$ cat src/hdl/bol_pkg.sv
package bol_pkg;

  localparam int DEPTH  = 16;
  localparam int DATA_W = 32;
  localparam int POS_W  = 8;
  localparam int ADDR_W = (DEPTH > 1) ? $clog2(DEPTH) : 1;
  localparam int CNT_W  = $clog2(DEPTH + 1);
  localparam int CMP_W  = (POS_W > CNT_W) ? POS_W : CNT_W;

  typedef enum logic [1:0] {
    MODE_PUSH_FRONT = 2'd0,
    MODE_PUSH_BACK  = 2'd1,
    MODE_READ       = 2'd2,
    MODE_DELETE     = 2'd3
  } mode_t;

  typedef enum logic [1:0] {
    ST_OK       = 2'd0,
    ST_FULL     = 2'd1,
    ST_RANGE    = 2'd2,
    ST_NOTFOUND = 2'd3
  } status_t;

  typedef struct packed {
    mode_t                     mode;
    logic signed [DATA_W-1:0]  item_value;
    logic        [POS_W-1:0]   position;
  } req_t;

  typedef struct packed {
    logic signed [DATA_W-1:0]  read_value;
    status_t                   status;
  } rsp_t;

  typedef struct packed {
    logic              busy;
    logic [CNT_W-1:0]  count;
  } stat_t;

  typedef struct packed {
    logic                 we;
    logic [ADDR_W-1:0]    waddr;
    logic [DATA_W-1:0]    wdata;
    logic [ADDR_W-1:0]    raddr;
  } mem_req_t;

endpackage

$ cat src/hdl/bol_mem.sv
module bol_mem (
  input  logic                        clk,
  input  bol_pkg::mem_req_t           mreq,
  output logic [bol_pkg::DATA_W-1:0]  rdata
);

  logic [bol_pkg::DATA_W-1:0] mem [bol_pkg::DEPTH];

  always_ff @(posedge clk) begin
    if (mreq.we) begin
      mem[mreq.waddr] <= mreq.wdata;
    end
    rdata <= mem[mreq.raddr];
  end

endmodule

$ cat src/hdl/bol_ctrl.sv
module bol_ctrl (
  input  logic                        clk,
  input  logic                        rst,
  input  logic                        req_valid,
  input  bol_pkg::req_t               req,
  input  logic                        rsp_stall,
  output logic                        rsp_valid,
  output bol_pkg::rsp_t               rsp,
  output bol_pkg::stat_t              stat,
  output bol_pkg::mem_req_t           mreq,
  input  logic [bol_pkg::DATA_W-1:0]  mem_rdata
);

  typedef enum logic [6:0] {
    S_IDLE  = 7'b0000001,
    S_START = 7'b0000010,
    S_SHIFT = 7'b0000100,
    S_FRONT = 7'b0001000,
    S_READ  = 7'b0010000,
    S_SCAN  = 7'b0100000,
    S_DONE  = 7'b1000000
  } state_t;

  state_t                        state, state_next;
  bol_pkg::req_t                 op, op_next;
  bol_pkg::rsp_t                 res, res_next;
  logic [bol_pkg::CNT_W-1:0]     count, count_next;
  logic [bol_pkg::ADDR_W-1:0]    ridx, ridx_next;
  logic                          found, found_next;
  logic                          match;
  logic                          last;
  logic                          load;

  // shared compare unit
  assign match = (mem_rdata == op.item_value);
  assign last  = (bol_pkg::CNT_W'(ridx) == count - bol_pkg::CNT_W'(1));
  assign load  = (state == S_DONE) && (!rsp_valid || !rsp_stall);

  always_comb begin
    state_next  = state;
    op_next     = op;
    res_next    = res;
    count_next  = count;
    ridx_next   = ridx;
    found_next  = found;
    mreq.we     = 1'b0;
    mreq.waddr  = '0;
    mreq.wdata  = op.item_value;
    mreq.raddr  = ridx;
    unique case (state)
      S_IDLE: begin
        if (req_valid) begin
          op_next    = req;
          state_next = S_START;
        end
      end
      S_START: begin
        res_next.read_value = '0;
        res_next.status     = bol_pkg::ST_OK;
        unique case (op.mode)
          bol_pkg::MODE_PUSH_FRONT, bol_pkg::MODE_PUSH_BACK: begin
            if (count == bol_pkg::CNT_W'(bol_pkg::DEPTH)) begin
              res_next.status = bol_pkg::ST_FULL;
              state_next      = S_DONE;
            end else if (op.mode == bol_pkg::MODE_PUSH_BACK || count == '0) begin
              mreq.we    = 1'b1;
              mreq.waddr = count[bol_pkg::ADDR_W-1:0];
              count_next = count + bol_pkg::CNT_W'(1);
              state_next = S_DONE;
            end else begin
              mreq.raddr = bol_pkg::ADDR_W'(count - bol_pkg::CNT_W'(1));
              ridx_next  = bol_pkg::ADDR_W'(count - bol_pkg::CNT_W'(1));
              state_next = S_SHIFT;
            end
          end
          bol_pkg::MODE_READ: begin
            if (bol_pkg::CMP_W'(op.position) < bol_pkg::CMP_W'(count)) begin
              mreq.raddr = op.position[bol_pkg::ADDR_W-1:0];
              state_next = S_READ;
            end else begin
              res_next.read_value = '1;
              res_next.status     = bol_pkg::ST_RANGE;
              state_next          = S_DONE;
            end
          end
          bol_pkg::MODE_DELETE: begin
            if (count == '0) begin
              res_next.status = bol_pkg::ST_NOTFOUND;
              state_next      = S_DONE;
            end else begin
              mreq.raddr = '0;
              ridx_next  = '0;
              found_next = 1'b0;
              state_next = S_SCAN;
            end
          end
        endcase
      end
      S_SHIFT: begin
        mreq.we    = 1'b1;
        mreq.waddr = ridx + bol_pkg::ADDR_W'(1);
        mreq.wdata = mem_rdata;
        if (ridx == '0) begin
          state_next = S_FRONT;
        end else begin
          mreq.raddr = ridx - bol_pkg::ADDR_W'(1);
          ridx_next  = ridx - bol_pkg::ADDR_W'(1);
        end
      end
      S_FRONT: begin
        mreq.we    = 1'b1;
        mreq.waddr = '0;
        count_next = count + bol_pkg::CNT_W'(1);
        state_next = S_DONE;
      end
      S_READ: begin
        res_next.read_value = mem_rdata;
        state_next          = S_DONE;
      end
      S_SCAN: begin
        // after the hit, each element read moves down one slot
        if (found) begin
          mreq.we    = 1'b1;
          mreq.waddr = ridx - bol_pkg::ADDR_W'(1);
          mreq.wdata = mem_rdata;
        end else if (match) begin
          found_next = 1'b1;
        end
        if (last) begin
          if (found || match) begin
            count_next = count - bol_pkg::CNT_W'(1);
          end else begin
            res_next.status = bol_pkg::ST_NOTFOUND;
          end
          state_next = S_DONE;
        end else begin
          mreq.raddr = ridx + bol_pkg::ADDR_W'(1);
          ridx_next  = ridx + bol_pkg::ADDR_W'(1);
        end
      end
      S_DONE: begin
        if (load) begin
          state_next = S_IDLE;
        end
      end
      default: begin
        state_next = S_IDLE;
      end
    endcase
  end

  always_ff @(posedge clk) begin
    if (rst) begin
      state     <= S_IDLE;
      count     <= '0;
      rsp_valid <= 1'b0;
    end else begin
      state <= state_next;
      count <= count_next;
      if (load) begin
        rsp_valid <= 1'b1;
      end else if (!rsp_stall) begin
        rsp_valid <= 1'b0;
      end
    end
  end

  always_ff @(posedge clk) begin
    op    <= op_next;
    res   <= res_next;
    ridx  <= ridx_next;
    found <= found_next;
    if (load) begin
      rsp <= res;
    end
  end

  assign stat.busy  = (state != S_IDLE);
  assign stat.count = count;

endmodule

$ cat src/hdl/bounded_ordered_list.sv
// Ordered list of up to DEPTH signed 32-bit values in a single-port-write,
// registered-read memory. One transaction is taken at a time; req_stall is
// high from acceptance until the result is loaded into the output register,
// which holds it while rsp_stall is high. A push front to a non-empty
// list moves every stored entry up one slot (to an empty list it runs as
// a push back) and a delete reads every stored entry, because the single
// memory port walks the stored entries one per cycle with one shared
// compare unit. Every transaction returns exactly one result.
module bounded_ordered_list (
  input  logic            clk,
  input  logic            rst,
  input  logic            req_valid,
  output logic            req_stall,
  input  bol_pkg::req_t   req,
  output logic            rsp_valid,
  input  logic            rsp_stall,
  output bol_pkg::rsp_t   rsp
);

  bol_pkg::stat_t                stat;
  bol_pkg::mem_req_t             mreq;
  logic [bol_pkg::DATA_W-1:0]    mem_rdata;

  bol_ctrl u_ctrl (
    .clk       (clk),
    .rst       (rst),
    .req_valid (req_valid),
    .req       (req),
    .rsp_stall (rsp_stall),
    .rsp_valid (rsp_valid),
    .rsp       (rsp),
    .stat      (stat),
    .mreq      (mreq),
    .mem_rdata (mem_rdata)
  );

  bol_mem u_mem (
    .clk   (clk),
    .mreq  (mreq),
    .rdata (mem_rdata)
  );

  assign req_stall = stat.busy;

  a_count_bound: assert property (@(posedge clk) disable iff (rst)
    stat.count <= bol_pkg::CNT_W'(bol_pkg::DEPTH))
    else $error("list count exceeds depth");

  a_busy_after_accept: assert property (@(posedge clk) disable iff (rst)
    req_valid && !req_stall |=> req_stall)
    else $error("not busy after accepting a transaction");

  a_count_step: assert property (@(posedge clk) disable iff (rst)
    !$past(rst) |-> (stat.count == $past(stat.count) ||
                     stat.count == $past(stat.count) + bol_pkg::CNT_W'(1) ||
                     stat.count + bol_pkg::CNT_W'(1) == $past(stat.count)))
    else $error("count changed by more than one");

  a_idle_count_hold: assert property (@(posedge clk) disable iff (rst)
    !$past(rst) && !$past(stat.busy) |-> stat.count == $past(stat.count))
    else $error("count changed while idle");

endmodule

$ cat config.mk
export PLATFORM = sky130hd
export DESIGN_NAME = bounded_ordered_list
export DESIGN_NICKNAME = d
export VERILOG_FILES = /design/src/hdl/bol_pkg.sv /design/src/hdl/bol_mem.sv /design/src/hdl/bol_ctrl.sv /design/src/hdl/bounded_ordered_list.sv
export SDC_FILE = /design/constraint.sdc
export NUM_CORES = 1
export LEC_CHECK = 0
export BUFFER_PORTS_ARGS = -buffer_cell sky130_fd_sc_hd__buf_2
export CAP_MARGIN = 20
export CORE_MARGIN = 3
export CORE_UTILIZATION = 62
export DETAILED_ROUTE_END_ITERATION = 10
export PLACE_DENSITY = 0.86
export REMOVE_ABC_BUFFERS = 1
export SYNTH_ARGS = -nofsm -noshare
export SYNTH_HDL_FRONTEND = slang
export SYNTH_SLANG_ARGS = --single-unit
$ cat constraint.sdc
create_clock -name clk -period 5 [get_ports clk]
set_input_delay 0.5 -clock clk [delete_from_list [all_inputs] [get_ports clk]]
set_output_delay 0.5 -clock clk [all_outputs]
set_load 0.005 [all_outputs]
==> flow_summary_export.csv <==
group,metric,value,unit
status,status,"finished clean",
floorplan,die-width,214,um
critical_path,critPathLaunchType,"register",
critical_path,required,5510,ps
global_route,antenna_found_initial,2,
floorplan,rows,75,
final_layout,syn_to_final_growth,11.8,%
pwr,power,12.3,mW
global_route,grt_pass1_vias,16869,
yosys,ys_ff_latch,672,
floorplan,start_util,63.3,%
pwr,vdd_drop_max,0.000341,V
pwr,p_leak,10.4,nW
placement,dp_hpwl,35500,um
yosys,yosys.area_share.simple,10.2,%
worst_hold_path,hold_end,"u_ctrl.op[13]$_DFFE_PP_",
global_route,grt-ovfl-total,0,
routing,drc_errors,0,
worst_hold_path,min_path_cells,1,
job,drv_cap,0,
clock_tree,cts_tree,"done",
clock_tree,clk_pin_slew,60,ps
routing,antenna_left,0,
routing,drt-initial-drc-count,2367,
clock_tree,htree_num_levels,2,
yosys,synth_xor_xnor_area_share,1.72,%
yosys,muxShareOfSynthArea,2.73,%
sta,finalSetupViolations,0,
routing,drt-total-wl,65200,um
final_layout,fin_area,0.0300,mm2
critical_path,path_max_fanout,17,
yosys,yosysUniqueCellTypes,70,
floorplan,design.core.area,0.0424,mm2
clock_tree,cts_made_buffers,61,
yosys,synth_top_family_by_area,"simple AND/OR/NAND/NOR gates",
yosys,synth-warning-count,0,
clock_tree,cts_hold_buf,0,
global_route,grtUsageTotal,27.9,%
sta,fin_skew,22.3,ps
placement,dp_slack,955,ps
critical_path,end_kind,"register",
final_layout,layout.nets,2023,
sta,period_share,82.1,%
sta,max_slew_margin,26.9,%
critical_path,worstPathArrival,4610,ps
final_layout,antennaDiodeCount,0,
placement,dpl-instance-area,0.0281,mm2
routing,first_pass_iters,8,
global_route,grt_max_degree,193,
yosys,synthCells,1905,
yosys,synth-main-ff-cell,"edfxtp_1",
sta,slew_violations,0,
yosys,synth_top_cell_by_area,"edfxtp_1",
sta,hold_viol,0,
critical_path,critical-path-max-stage-delay,580,ps
clock_tree,clk_path_buf_depth,3,
yosys,synth_compound_area_share,9.32,%
yosys,netlist_top_cells_count,"edfxtp_1, nand2_1, nand3_1",
floorplan,die_area,0.0459,mm2
sta,grt_setup_unrepaired,"no",
sta,finalSetupTns,0,ps
sta,fin_ws,895,ps
yosys,avgSynthCellArea,14.1,um2
critical_path,timing.rr.end,"u_mem.rdata[26]$_DFF_P_",
sta,period_minus_slack,4110,ps
routing,top_layer_used,"met5",
yosys,synth_adder_area_share,0.373,%
routing,via_per_inst,6.53,
final_layout,final_layout_size_suffix_gt1_share,14.3,%
placement,gp_congestion,0.916,
yosys,synth_area_leaders,"edfxtp_1, nand2_1, dfxtp_1",
critical_path,rr_worst_depth,12,
yosys,synthesis.area,0.0269,mm2
clock_tree,clkLatencyLatePin,630,ps
routing,dr_wl_met2,31500,um
critical_path,r2r_start,"u_ctrl.count[0]$_SDFFE_PP0P_",
final_layout,fin_util,70.8,%
yosys,synth_edf_count,627,
clock_tree,cts_sinks,672,
yosys,yosys.cell_count.top_type,"edfxtp_1",
yosys,synthArstFlopShare,0,%
critical_path,cp_cell_sequence,"inv_1, ha_1, or3b_2, nor3_1, a21oi_1, o221a_2, o221ai_1, a31o_2, buf_4, a31oi_1, a32o_1, a211o_1",
routing,met1_length,23800,um
worst_hold_path,hold_class,"primary input to register",
routing,vias,16975,
critical_path,r2r_slack,890,ps
sta,worstMarginPinSlew,1100,ps
sta,fmax,244,MHz
floorplan,die_height,214,um
pwr,power_density,408,mW/mm2
routing,met3WireLength,7190,um
routing,wl_per_cell,25.1,um
yosys,yosysTopAreaCellShare,70.1,%
global_route,grt_pass1_wl,97900,um
placement,io_buffers,81,
floorplan,io_pins,82,
worst_hold_path,worst_hold_startpoint,"req[13]",
clock_tree,ctsResizeCount,0,
clock_tree,root_buffer,"clkbuf_16",
critical_path,crit_type,"register to register",
clock_tree,post_cts_buffers,0,
final_layout,fillers,2609,
yosys,synth-seq-area-share,73.4,%
critical_path,slowest_stage,"or3b_2",
[kinds of logic (layout without fill, tap and decap cells)]
kind of cell | after synthesis | in the layout
multiplexers | 69 | 69
adder cells (fa/ha/maj) | 8 | 8
AND/OR/NAND/NOR | 638 | 638
XOR/XNOR | 48 | 48
AO/OA/AOI/OAI | 338 | 338
flip-flops | 672 | 672
buffers and inverters | 132 | 248
[worst max path at each step]
stage / startpoint / end / cells past startpoint / slack, ps
floorplan: u_ctrl.count[0]$_SDFFE_PP0P_ / u_mem.rdata[0]$_DFF_P_ / 10 / -6820
global placement: u_ctrl.count[0]$_SDFFE_PP0P_ / u_mem.rdata[30]$_DFF_P_ / 12 / 1100
detailed placement: u_ctrl.count[0]$_SDFFE_PP0P_ / u_mem.rdata[30]$_DFF_P_ / 12 / 960
CTS: u_ctrl.count[0]$_SDFFE_PP0P_ / u_mem.rdata[30]$_DFF_P_ / 12 / 950
global route: u_ctrl.count[0]$_SDFFE_PP0P_ / u_mem.rdata[19]$_DFF_P_ / 12 / 660
finish: u_ctrl.count[0]$_SDFFE_PP0P_ / u_mem.rdata[26]$_DFF_P_ / 12 / 890
[sequential cells by signal, summed over array words and instances (netlist names)]
signal / cells
u_ctrl.found: 1
u_ctrl.rsp_valid: 1
u_mem.mem: 512
u_ctrl.state: 7
u_ctrl.count: 5
u_ctrl.ridx: 4
u_mem.rdata: 32
u_ctrl.op: 42
u_ctrl.res: 34
u_ctrl.rsp: 34
[worst max-delay path, delay by kind of cell (launching register included)]
kind,cells,cell delay (ps)
buffers and inverters,2,560
AOI/OAI and AO/OA,7,1930
adders and majority gates,1,300
and+or+nand+nor,2,790
DFF,1,390
[cells in the final DEF (no fill, tap or decap), types with 13 or more instances in the layout]
master	n
a211o_1	33
a21o_1	34
a21oi_1	84
a221oi_1	33
a31oi_1	35
a32o_1	32
a32oi_1	33
buf_12	17
buf_2	81
buf_4	25
clkbuf_1	15
clkbuf_16	63
clkinv_1	13
clkinv_2	13
dfxtp_1	45
edfxtp_1	627
mux2_2	34
mux2i_1	35
nand2_1	412
nand3_1	103
nand4_1	15
nor2_1	28
nor2_4	20
o21ai_0	14
xnor2_1	44
[cell type report]
class                           instances  area (um2)  share of cell area (%)
Inverter                               10        37.5                   0.125
Timing Repair Buffer                  123         933                    3.11
Sequential cell                       672       19700                    65.7
Tap cell                              577         722                    2.40
Clock buffer                           79        1650                    5.48
Multi-Input combinational cell       1101        6720                    22.4
Clock inverter                         36         239                   0.796
[power breakdown]
group / switching [mW] / internal, mW / total (mW)
logic: 0.848 / 0.426 / 1.27
registers: 0.147 / 6.42 / 6.57
clock network: 1.99 / 2.42 / 4.42
total: 2.99 / 9.27 / 12.3
[per-layer routing]
metal	up-vias	GRT usage, %
met3	200	6.12
met5	-	0
li1	7357	-
met4	2	11.9
met2	1143	45.2
met1	8273	37.2
[per-stage QoR]
| stage | instances | hold slack (ps) |
|---|---|---|
| global route | 2598 | 17.6 |
| CTS | 2598 | 11.5 |
| global placement | 2483 | 401 |
| detailed placement | 2483 | 405 |
| finish | 2598 | 42.5 |
| floorplan | 1783 | 400 |
Power figures use the tool's default switching activity.
